`src/hw/rtl/smp_pkg.sv`:
```
// types and constants shared by the sliding median peak cut detector
`default_nettype none
package smp_pkg;
   localparam int DIST_W  = 24;
   localparam int FRAME_W = 32;

   typedef struct packed {
      logic [FRAME_W-1:0] num;
      logic [FRAME_W-1:0] stamp;
   } frame_type;

   typedef enum logic [2:0] {
      CELL_HOLD,
      CELL_WRITE,
      CELL_SHIFT_WRITE,
      CELL_SHIFT,
      CELL_RANK,
      CELL_ROTATE
   } cell_op_type;

   localparam logic [1:0] ACT_FRAME  = 2'd0;
   localparam logic [1:0] ACT_FLUSH  = 2'd1;
   localparam logic [1:0] ACT_FINISH = 2'd2;

   localparam logic [1:0] CSR_GAP_LIMIT    = 2'd0;
   localparam logic [1:0] CSR_ENTER_FACTOR = 2'd1;
   localparam logic [1:0] CSR_EXIT_FACTOR  = 2'd2;
   localparam logic [1:0] CSR_MIN_DISTANCE = 2'd3;
endpackage
`default_nettype wire

```
`src/hw/rtl/smp_cell.sv`:
```
// one window cell: distance, centre frame and rank counters
`default_nettype none
module smp_cell #(
   parameter int IDX   = 0,
   parameter int DEPTH = 72
) (
   input  logic                                clock,
   input  smp_pkg::cell_op_type                op,
   input  logic [$clog2(DEPTH+1)-1:0]          pos,
   input  logic [smp_pkg::DIST_W-1:0]          bcast,
   input  logic [smp_pkg::DIST_W-1:0]          new_dist,
   input  smp_pkg::frame_type                  new_frame,
   input  logic [smp_pkg::DIST_W-1:0]          right_dist,
   input  smp_pkg::frame_type                  right_frame,
   input  logic [$clog2(DEPTH+1)-1:0]          right_lt,
   input  logic [$clog2(DEPTH+1)-1:0]          right_le,
   input  logic [smp_pkg::DIST_W-1:0]          head_dist,
   input  smp_pkg::frame_type                  head_frame,
   input  logic [$clog2(DEPTH+1)-1:0]          head_lt,
   input  logic [$clog2(DEPTH+1)-1:0]          head_le,
   output logic [smp_pkg::DIST_W-1:0]          out_dist,
   output smp_pkg::frame_type                  out_frame,
   output logic [$clog2(DEPTH+1)-1:0]          out_lt,
   output logic [$clog2(DEPTH+1)-1:0]          out_le
);
   import smp_pkg::*;

   localparam int CW = $clog2(DEPTH+1);
   localparam logic [CW-1:0] MY   = CW'(IDX);
   localparam logic [CW-1:0] LAST = CW'(DEPTH-1);

   logic [DIST_W-1:0] dist_ff, dist_in;
   frame_type         frame_ff, frame_in;
   logic [CW-1:0]     lt_ff, lt_in, le_ff, le_in;
   logic              ranking;

   assign ranking   = (op == CELL_RANK);
   assign out_dist  = dist_ff;
   assign out_frame = frame_ff;
   assign out_lt    = lt_ff + CW'(ranking && (bcast < dist_ff));
   assign out_le    = le_ff + CW'(ranking && (bcast <= dist_ff));

   always_comb begin
      dist_in  = dist_ff;
      frame_in = frame_ff;
      lt_in    = lt_ff;
      le_in    = le_ff;
      case (op)
         CELL_WRITE: begin
            lt_in = '0;
            le_in = '0;
            if (MY == pos) begin
               dist_in  = new_dist;
               frame_in = new_frame;
            end
         end
         CELL_SHIFT_WRITE: begin
            lt_in = '0;
            le_in = '0;
            if (MY == LAST) begin
               dist_in  = new_dist;
               frame_in = new_frame;
            end else begin
               dist_in  = right_dist;
               frame_in = right_frame;
            end
         end
         CELL_SHIFT: begin
            lt_in = '0;
            le_in = '0;
            if (MY != LAST) begin
               dist_in  = right_dist;
               frame_in = right_frame;
            end
         end
         CELL_RANK, CELL_ROTATE: begin
            if (MY < pos) begin
               dist_in  = right_dist;
               frame_in = right_frame;
               lt_in    = right_lt;
               le_in    = right_le;
            end else if (MY == pos) begin
               dist_in  = head_dist;
               frame_in = head_frame;
               lt_in    = head_lt;
               le_in    = head_le;
            end
         end
         default: begin
         end
      endcase
   end

   always_ff @(posedge clock) begin
      dist_ff  <= dist_in;
      frame_ff <= frame_in;
      lt_ff    <= lt_in;
      le_ff    <= le_in;
   end
endmodule
`default_nettype wire

```
`config.mk`:
```
export PLATFORM = sky130hd
export DESIGN_NAME = smp_cell
export DESIGN_NICKNAME = d
export VERILOG_FILES = /design/src/hw/rtl/smp_pkg.sv /design/src/hw/rtl/smp_cell.sv
export SDC_FILE = /design/constraint.sdc
export NUM_CORES = 1
export LEC_CHECK = 0
export BUFFER_PORTS_ARGS = -buffer_cell sky130_fd_sc_hd__buf_2
export CAP_MARGIN = 20
export CORE_AREA = 2 2 169 171
export DETAILED_ROUTE_END_ITERATION = 12
export DIE_AREA = 0 0 171 173
export SLEW_MARGIN = 10
export SYNTH_ARGS = -nofsm -noshare
export SYNTH_HDL_FRONTEND = slang
export SYNTH_SLANG_ARGS = --single-unit
```
`constraint.sdc`:
```
create_clock -name clock -period 29.8 [get_ports clock]
set_input_delay 5.96 -clock clock [delete_from_list [all_inputs] [get_ports clock]]
set_output_delay 5.96 -clock clock [all_outputs]
set_load 0.01 [all_outputs]
```
* Word level (Yosys, flattened, before mapping)
Index checks and enable logic that the tools add are counted.
W data, S select, Z words.
** Word-level totals
- Output and inout port bits :: 102
- Bits in registers :: 102
- Logic and storage cells :: 41
** Operators by class
- Add/sub/neg operators :: 2
- Mux-type cells :: 14
- Reductions and logical operators :: 10
- Magnitude comparators :: 3
- Eq/ne operators :: 7
** Operators with widths (count)
- $mux W64 :: 3
- $pmux W64 S3 :: 1
- $mux W24 :: 3
- $pmux W24 S3 :: 1
- $mux W7 :: 4
- $pmux W7 S2 :: 2
- $le A24 B24 Y1 :: 1
- $lt A24 B24 Y1 :: 1
- $add A7 B1 Y7 :: 2
- $logic_not A7 Y1 :: 1
- $lt A1 B7 Y1 const A :: 1
- $eq A3 B2 Y1 const B :: 2
- $eq A3 B3 Y1 const B :: 2
- $reduce_or A2 Y1 :: 2
- $eq A3 B1 Y1 const B :: 1
- $ne A3 B3 Y1 const B :: 1
- $reduce_and A3 Y1 :: 1
- $reduce_bool A3 Y1 :: 1
- $reduce_or A3 Y1 :: 1
- $logic_and A1 B1 Y1 :: 2
- $ne A2 B2 Y1 const B :: 1
- $reduce_and A2 Y1 :: 1
- $reduce_bool A2 Y1 :: 1

* Depth between registers and ports, before layout
Gate-level depths: netlist (run 1).
- Depth in word-level cells :: 4
- Depth in mapped cells :: 12

* Least setup slack after synthesis (run 1)
OpenSTA, ideal clock, no wires.
- Path kind :: input port to output port
- Start :: in bcast[21] (netlist name)
- End :: out out_le[6]
- Slack :: 15.772 ns
- Stages :: 11
- Data required time :: 23.840 ns
- Path buffers :: 0
- Arrival time :: 8.068 ns
- Cell sequence :: ha_1 > nand4_1 > nor4_1 > o31ai_1 > and3_1 > a41o_1 > ha_1 > ha_1 > and3_1 > nand3_1 > xnor2_1
** On the way
- Word-level cells in the longest chain between the ends :: 3
** RTL lines
- from (decl) :: line smp_cell.sv:10 : input logic [smp_pkg::DIST_W-1:0] bcast,
- $le A24 B24 Y1 :: line smp_cell.sv:41 : assign out_le = le_ff + CW'(ranking && (bcast <= dist_ff));
- $logic_and A1 B1 Y1 :: line smp_cell.sv:41
- $add A7 B1 Y7 :: line smp_cell.sv:41
- to (decl) :: line smp_cell.sv:24 : output logic [$clog2(DEPTH+1)-1:0] out_le
Every way passes these cells.

* Worst setup path in the final report (run 1)
Ends and elaborated chain as after synthesis.

==> results of run 1 <==
## path summary, 6_finish.rpt
kind / depth (start not counted) / startpoint / slack (ns) / to
max: 13 / bcast[21] / 15.28 / out_le[6]
min: 3 / new_frame[21] / 5.89 / out_frame[21]
## synthesized netlist by cell type (all sizes together)
| cell | number |
|---|---|
| mux2 | 88 |
| edfxtp | 102 |
| xor2 | 3 |
| nor2 | 4 |
| xnor2 | 7 |
| o21ai | 92 |
| and2 | 1 |
| buf | 19 |
| nand3 | 10 |
| inv | 26 |
| nor4 | 2 |
| nor3 | 2 |
| o211ai | 1 |
| a22oi | 89 |
| nand2 | 123 |
| a21oi | 11 |
| o21bai | 1 |
| nand4b | 1 |
| and3 | 5 |
| a21boi | 15 |
| ha | 30 |
| a41o | 1 |
| clkbuf | 34 |
| nor3b | 1 |
| o31ai | 1 |
| nand4 | 5 |
| a31oi | 1 |
## kinds of logic (layout without fill, tap and decap cells)
| group | after synthesis | after routing | synth area share [%] |
|---|---|---|---|
| mux | 88 | 88 | 16.7 |
| simple gates | 154 | 154 | 8.66 |
| other cells | 0 | 1 | 0 |
| flops | 102 | 102 | 41.4 |
| buf+inv | 79 | 476 | 4.84 |
| xor+xnor | 10 | 10 | 1.18 |
| fa+ha+maj | 30 | 30 | 5.08 |
| compound gates | 212 | 212 | 22.1 |
## per-layer routing
| layer | track usage (%) | share of wire (%) |
|---|---|---|
| met3 | 3.48 | 6.9 |
| met1 | 19.2 | 40 |
| met5 | 0 | 0 |
| met4 | 5.05 | 1.8 |
| met2 | 30.0 | 51 |
## layout make-up
class / instances / area share, %
multi-input combinational: 494 / 39.5
sequential: 102 / 30.1
timing repair buffer: 435 / 21.6
tap: 378 / 4.66
clock buffer: 9 / 2.22
inverter: 26 / 0.961
clock inverter: 6 / 0.850
antenna: 1 / 0.0246
## metrics by stage
step / std cells / power [uW] / area (um2)
3_3_place_gp: 1435 / 329 / 9850
6_report: 1451 / 455 / 10200
2_1_floorplan: 675 / 266 / 7390
5_1_grt: 1451 / 480 / 10200
4_1_cts: 1450 / 462 / 10200
3_5_place_dp: 1435 / 330 / 9850
## power groups by stage
stage	sequential [uW]	clock, uW	combinational [uW]
after floorplan	210	0	56.6
after global placement	197	0	132
after detailed placement	197	0	133
after CTS	194	135	133
after global routing	197	139	145
final	194	130	132
## worst max-delay path: stages
cell     delay (ns)
buf_2          0.10
ha_1           0.31
nand4_1        0.15
nor4_1         0.43
o31ai_1        0.12
and3_1         0.22
a41o_1         0.25
ha_1           0.23
ha_1           0.21
and3_1         0.21
nand3_1        0.10
xnor2_1        0.12
buf_2          0.15
## registers in the layout, summed over array words and instances (netlist names)
signal     count
le_ff          7
out_dist      24
out_frame     64
lt_ff          7
==> impl_metrics.yaml, run 1 <==
logic_synthesis:
  synthDistinctLibCells: 34
  synth_largest_area_cell: "edfxtp_1"
  ys_top_cells_by_area: "edfxtp_1, mux2_4, a22oi_2"
  synth_top_area_share_pct: 41.4
  yosysWarnings: 0
  ys_ff_latch: 102
  netlist_area_um2: 7390
  syn_avg_cell_area_um2: 11.0
  syn_nets: 1032
  syn_inst: 675
  seq_area_frac_synth_pct: 41.4
clocking:
  clock_sinks: 102
  clock_path_buffers: 2
  cts_inserted_buffers: 9
  cts_tree: "yes"
  ctsHoldBuffers: 0
  cts.reportedPaths.clkPinSlew_ns: 0.08
  cts_setup_buffers: 0
  ctsRootBufferMaster: "clkbuf_16"
  h-tree-depth: 3
  post_cts_resized: 0
final_layout:
  final-seq-area_um2: 3060
  multi_input_area_um2: 4020
  final_cell_mix: "buf_2, nand2_1, edfxtp_1, mux2_4, o21ai_1"
  final_layout_size_suffix_gt1_share_pct: 56.2
  final_nets: 1425
  nFillCells: 2835
  layout-area-overhead-vs-synth_pct: 37.4
  layout_commonest_cell: "buf_2"
  fin_util_pct: 36.8
run:
  maxCapViolCount: 0
place:
  dpl.hpwl_um: 19500
  port_buffers: 428
  preCtsSetupSlack_ns: 15.26
  gp_congestion: 0.885
critical_path:
  critPathLaunchType: "primary input"
  critical_path_arrival_ns: 8.56
  crit_fanout: 3
  worstPathRequired_ns: 23.84
  worstSetupPathType: "primary input to primary output"
  end_kind: "primary output"
floorplanning:
  ios: 429
  die_h_um: 173
  chipWidth_um: 171
  start_util_pct: 26.8
  rows: 61
  dieArea_um2: 29600
  core_um2: 27600
sta:
  rsz0062_at_grt: "no"
  setup_slack_ns: 15.28
  slew_headroom_pct: 35.9
  max_slew.worst_pin.slew_ns: 0.962
  fin_crit_ns: 14.52
  whs_ns: 5.89
  post-route-period-util_pct: 48.7
  hold_viol: 0
  max_freq_mhz: 68.9
  setup_viol: 0
  slew_viol_final: 0
  finalSetupTns_ns: 0
power:
  p_leak_uw: 0.00467
  power_density_nw_per_um2: 44.8
  p_sw_share_pct: 30.4
  p_comb_share_pct: 28.9
  vdd_drop_max_mv: 0.0180
  power.internal_uw: 317
  power_frac_seq_pct: 42.6
  netSwitchingPower_uw: 138
  p_clk_share_pct: 28.5
route:
  wl_per_cell_um: 17.7
  drc: 0
  wl_um: 25700
  vias: 6763
  avgViaCountPerCell: 4.66
  drt_first_pass_iters: 5
  first_iter_violations: 319
  ant_nets: 0
global_routing:
  grt_max_degree: 96
  grt_pass1_vias: 6757
  grt_pass1_wl_um: 37600
  overflow: 0
  grt_antenna_before_repair: 1
  grt_usage_pct: 16.5
min_path:
  hold_class: "primary input to register"
outcome:
  status: "completed"
No activity file was read; power rests on OpenSTA's default activity.
==> run 2: changes to the inputs <==
==> constraint.sdc (replaced) <==
create_clock -name clock -period 13.2 [get_ports clock]
set_input_delay 2.64 -clock clock [delete_from_list [all_inputs] [get_ports clock]]
set_output_delay 2.64 -clock clock [all_outputs]
set_load 0.01 [all_outputs]
==> run 2 against run 1 <==
Against the previous run:
- global-route usage is 0.16 points higher
- setup slack worse by 10 ns
- routed wire length is 0.48% higher
- critical path type unchanged
- critical endpoint unchanged
- largest cell class unchanged
- largest power group unchanged
- highest routed layer unchanged
==> impl_metrics.yaml, run 2 (same netlist as run 1, synthesis figures left out) <==
outcome:
  status: "completed"
sta:
  post-route-period-util_pct: 60.0
  slew_headroom_pct: 35.1
  max_freq_mhz: 126
  finalSetupTns_ns: 0
  hold_viol: 0
  rsz0062_at_grt: "no"
  fin_crit_ns: 7.92
  slew_viol_final: 0
  max_slew.worst_pin.slew_ns: 0.974
  setup_viol: 0
  whs_ns: 2.57
floorplanning:
  dieArea_um2: 29600
  core_um2: 27600
  ios: 429
  chipWidth_um: 171
  die_h_um: 173
  start_util_pct: 26.8
  rows: 61
global_routing:
  grt_pass1_wl_um: 37900
  overflow: 0
  grt_pass1_vias: 6830
  grt_antenna_before_repair: 0
  grt_usage_pct: 16.7
  grt_max_degree: 96
critical_path:
  cp.buffers_inverters: 2
  crit_slowest_cell: "nor4_1"
  worstSetupPathType: "primary input to primary output"
  end_kind: "primary output"
  slowest_delay_ns: 0.44
  path_cells: "buf_2 > ha_1 > nand4_1 > nor4_1 > o31ai_1 > and3_1 > a41o_1 > ha_1 > ha_1 > and3_1 > nand3_1 > xnor2_1 > buf_2"
  critical_path_arrival_ns: 5.28
  crit_family: "simple AND/OR/NAND/NOR gates"
  crit_path_frequent_cell: "ha_1"
  crit_fanout: 3
  critPathLaunchType: "primary input"
  worstPathRequired_ns: 10.56
final_layout:
  final_cell_mix: "buf_2, nand2_1, edfxtp_1, mux2_4, o21ai_1"
  fin_util_pct: 36.8
  final_nets: 1425
  design_area_um2: 10200
  layout_commonest_cell: "buf_2"
  diodes: 0
  layout-area-overhead-vs-synth_pct: 37.4
  nFillCells: 2850
  largest_reg_flops: 64
  final-seq-area_um2: 3060
  multi_input_area_um2: 4020
  final_layout_size_suffix_gt1_share_pct: 56.2
run:
  maxCapViolCount: 0
clocking:
  h-tree-depth: 3
  ctsHoldBuffers: 0
  post_cts_resized: 0
  cts.reportedPaths.clkPinSlew_ns: 0.07
  cts_inserted_buffers: 9
  cts_setup_buffers: 0
  cts_tree: "yes"
  ctsRootBufferMaster: "clkbuf_16"
  clock_sinks: 102
  clock_path_buffers: 2
route:
  avgViaCountPerCell: 4.68
  first_iter_violations: 331
  vias: 6785
  drt_first_pass_iters: 4
  wl_um: 25800
  wl_per_cell_um: 17.8
  ant_nets: 0
  drc: 0
min_path:
  hold_class: "primary input to register"
power:
  power_density_nw_per_um2: 101
  p_leak_uw: 0.00467
  vdd_drop_max_mv: 0.0412
place:
  port_buffers: 428
  gp_congestion: 0.876
  dpl.hpwl_um: 19600
  placed_cell_area_um2: 9850
[run 2: cell types whose count changed in the layout (fill, tap and decap cells not counted), sizes merged]
cell,before,now
diode,1,0
[run 2: cell type report]
type,count,area share [%]
tap,378,4.66
clock inverter,6,0.850
sequential,102,30.2
inverter,26,0.961
timing repair buffer,435,21.6
clock buffer,9,2.22
multi-input combinational,494,39.6
[run 2: metal layers]
metal | wire (um) | global-route usage (%) | vias up | part of all wire [%]
met5 | 0 | 0 | - | 0
met4 | 679 | 6.71 | 0 | 2.6
met3 | 1740 | 3.52 | 37 | 6.8
met2 | 13100 | 29.8 | 274 | 51
met1 | 10300 | 19.1 | 3168 | 40
li1 | - | - | 3306 | -
[run 2: worst min-delay path, delay by kind of cell]
family	cells	cell delay, ns
buffers and inverters	1	0.07
AOI/OAI and AO/OA	1	0.05
and+or+nand+nor	1	0.04
[run 2: path summary, 6_finish.rpt]
path | end | cells after the start | from
min | out_frame[16] | 3 | new_frame[16]
max | out_le[6] | 13 | bcast[18]
[run 2: report_power, final]
part | switching (uW) | leakage (uW) | internal (uW)
clock | 125 | 0.000153 | 166
combinational | 165 | 0.00354 | 131
sequential | 19.3 | 0.000972 | 419
[run 2: metrics by stage]
| step | std cells | total power, uW | setup slack, ns |
|---|---|---|---|
| after floorplan | 675 | 601 | 2.95 |
| after global placement | 1435 | 742 | 5.32 |
| after detailed placement | 1435 | 746 | 5.27 |
| after CTS | 1450 | 1040 | 5.26 |
| after global routing | 1450 | 1080 | 5.08 |
| final | 1450 | 1020 | 5.28 |
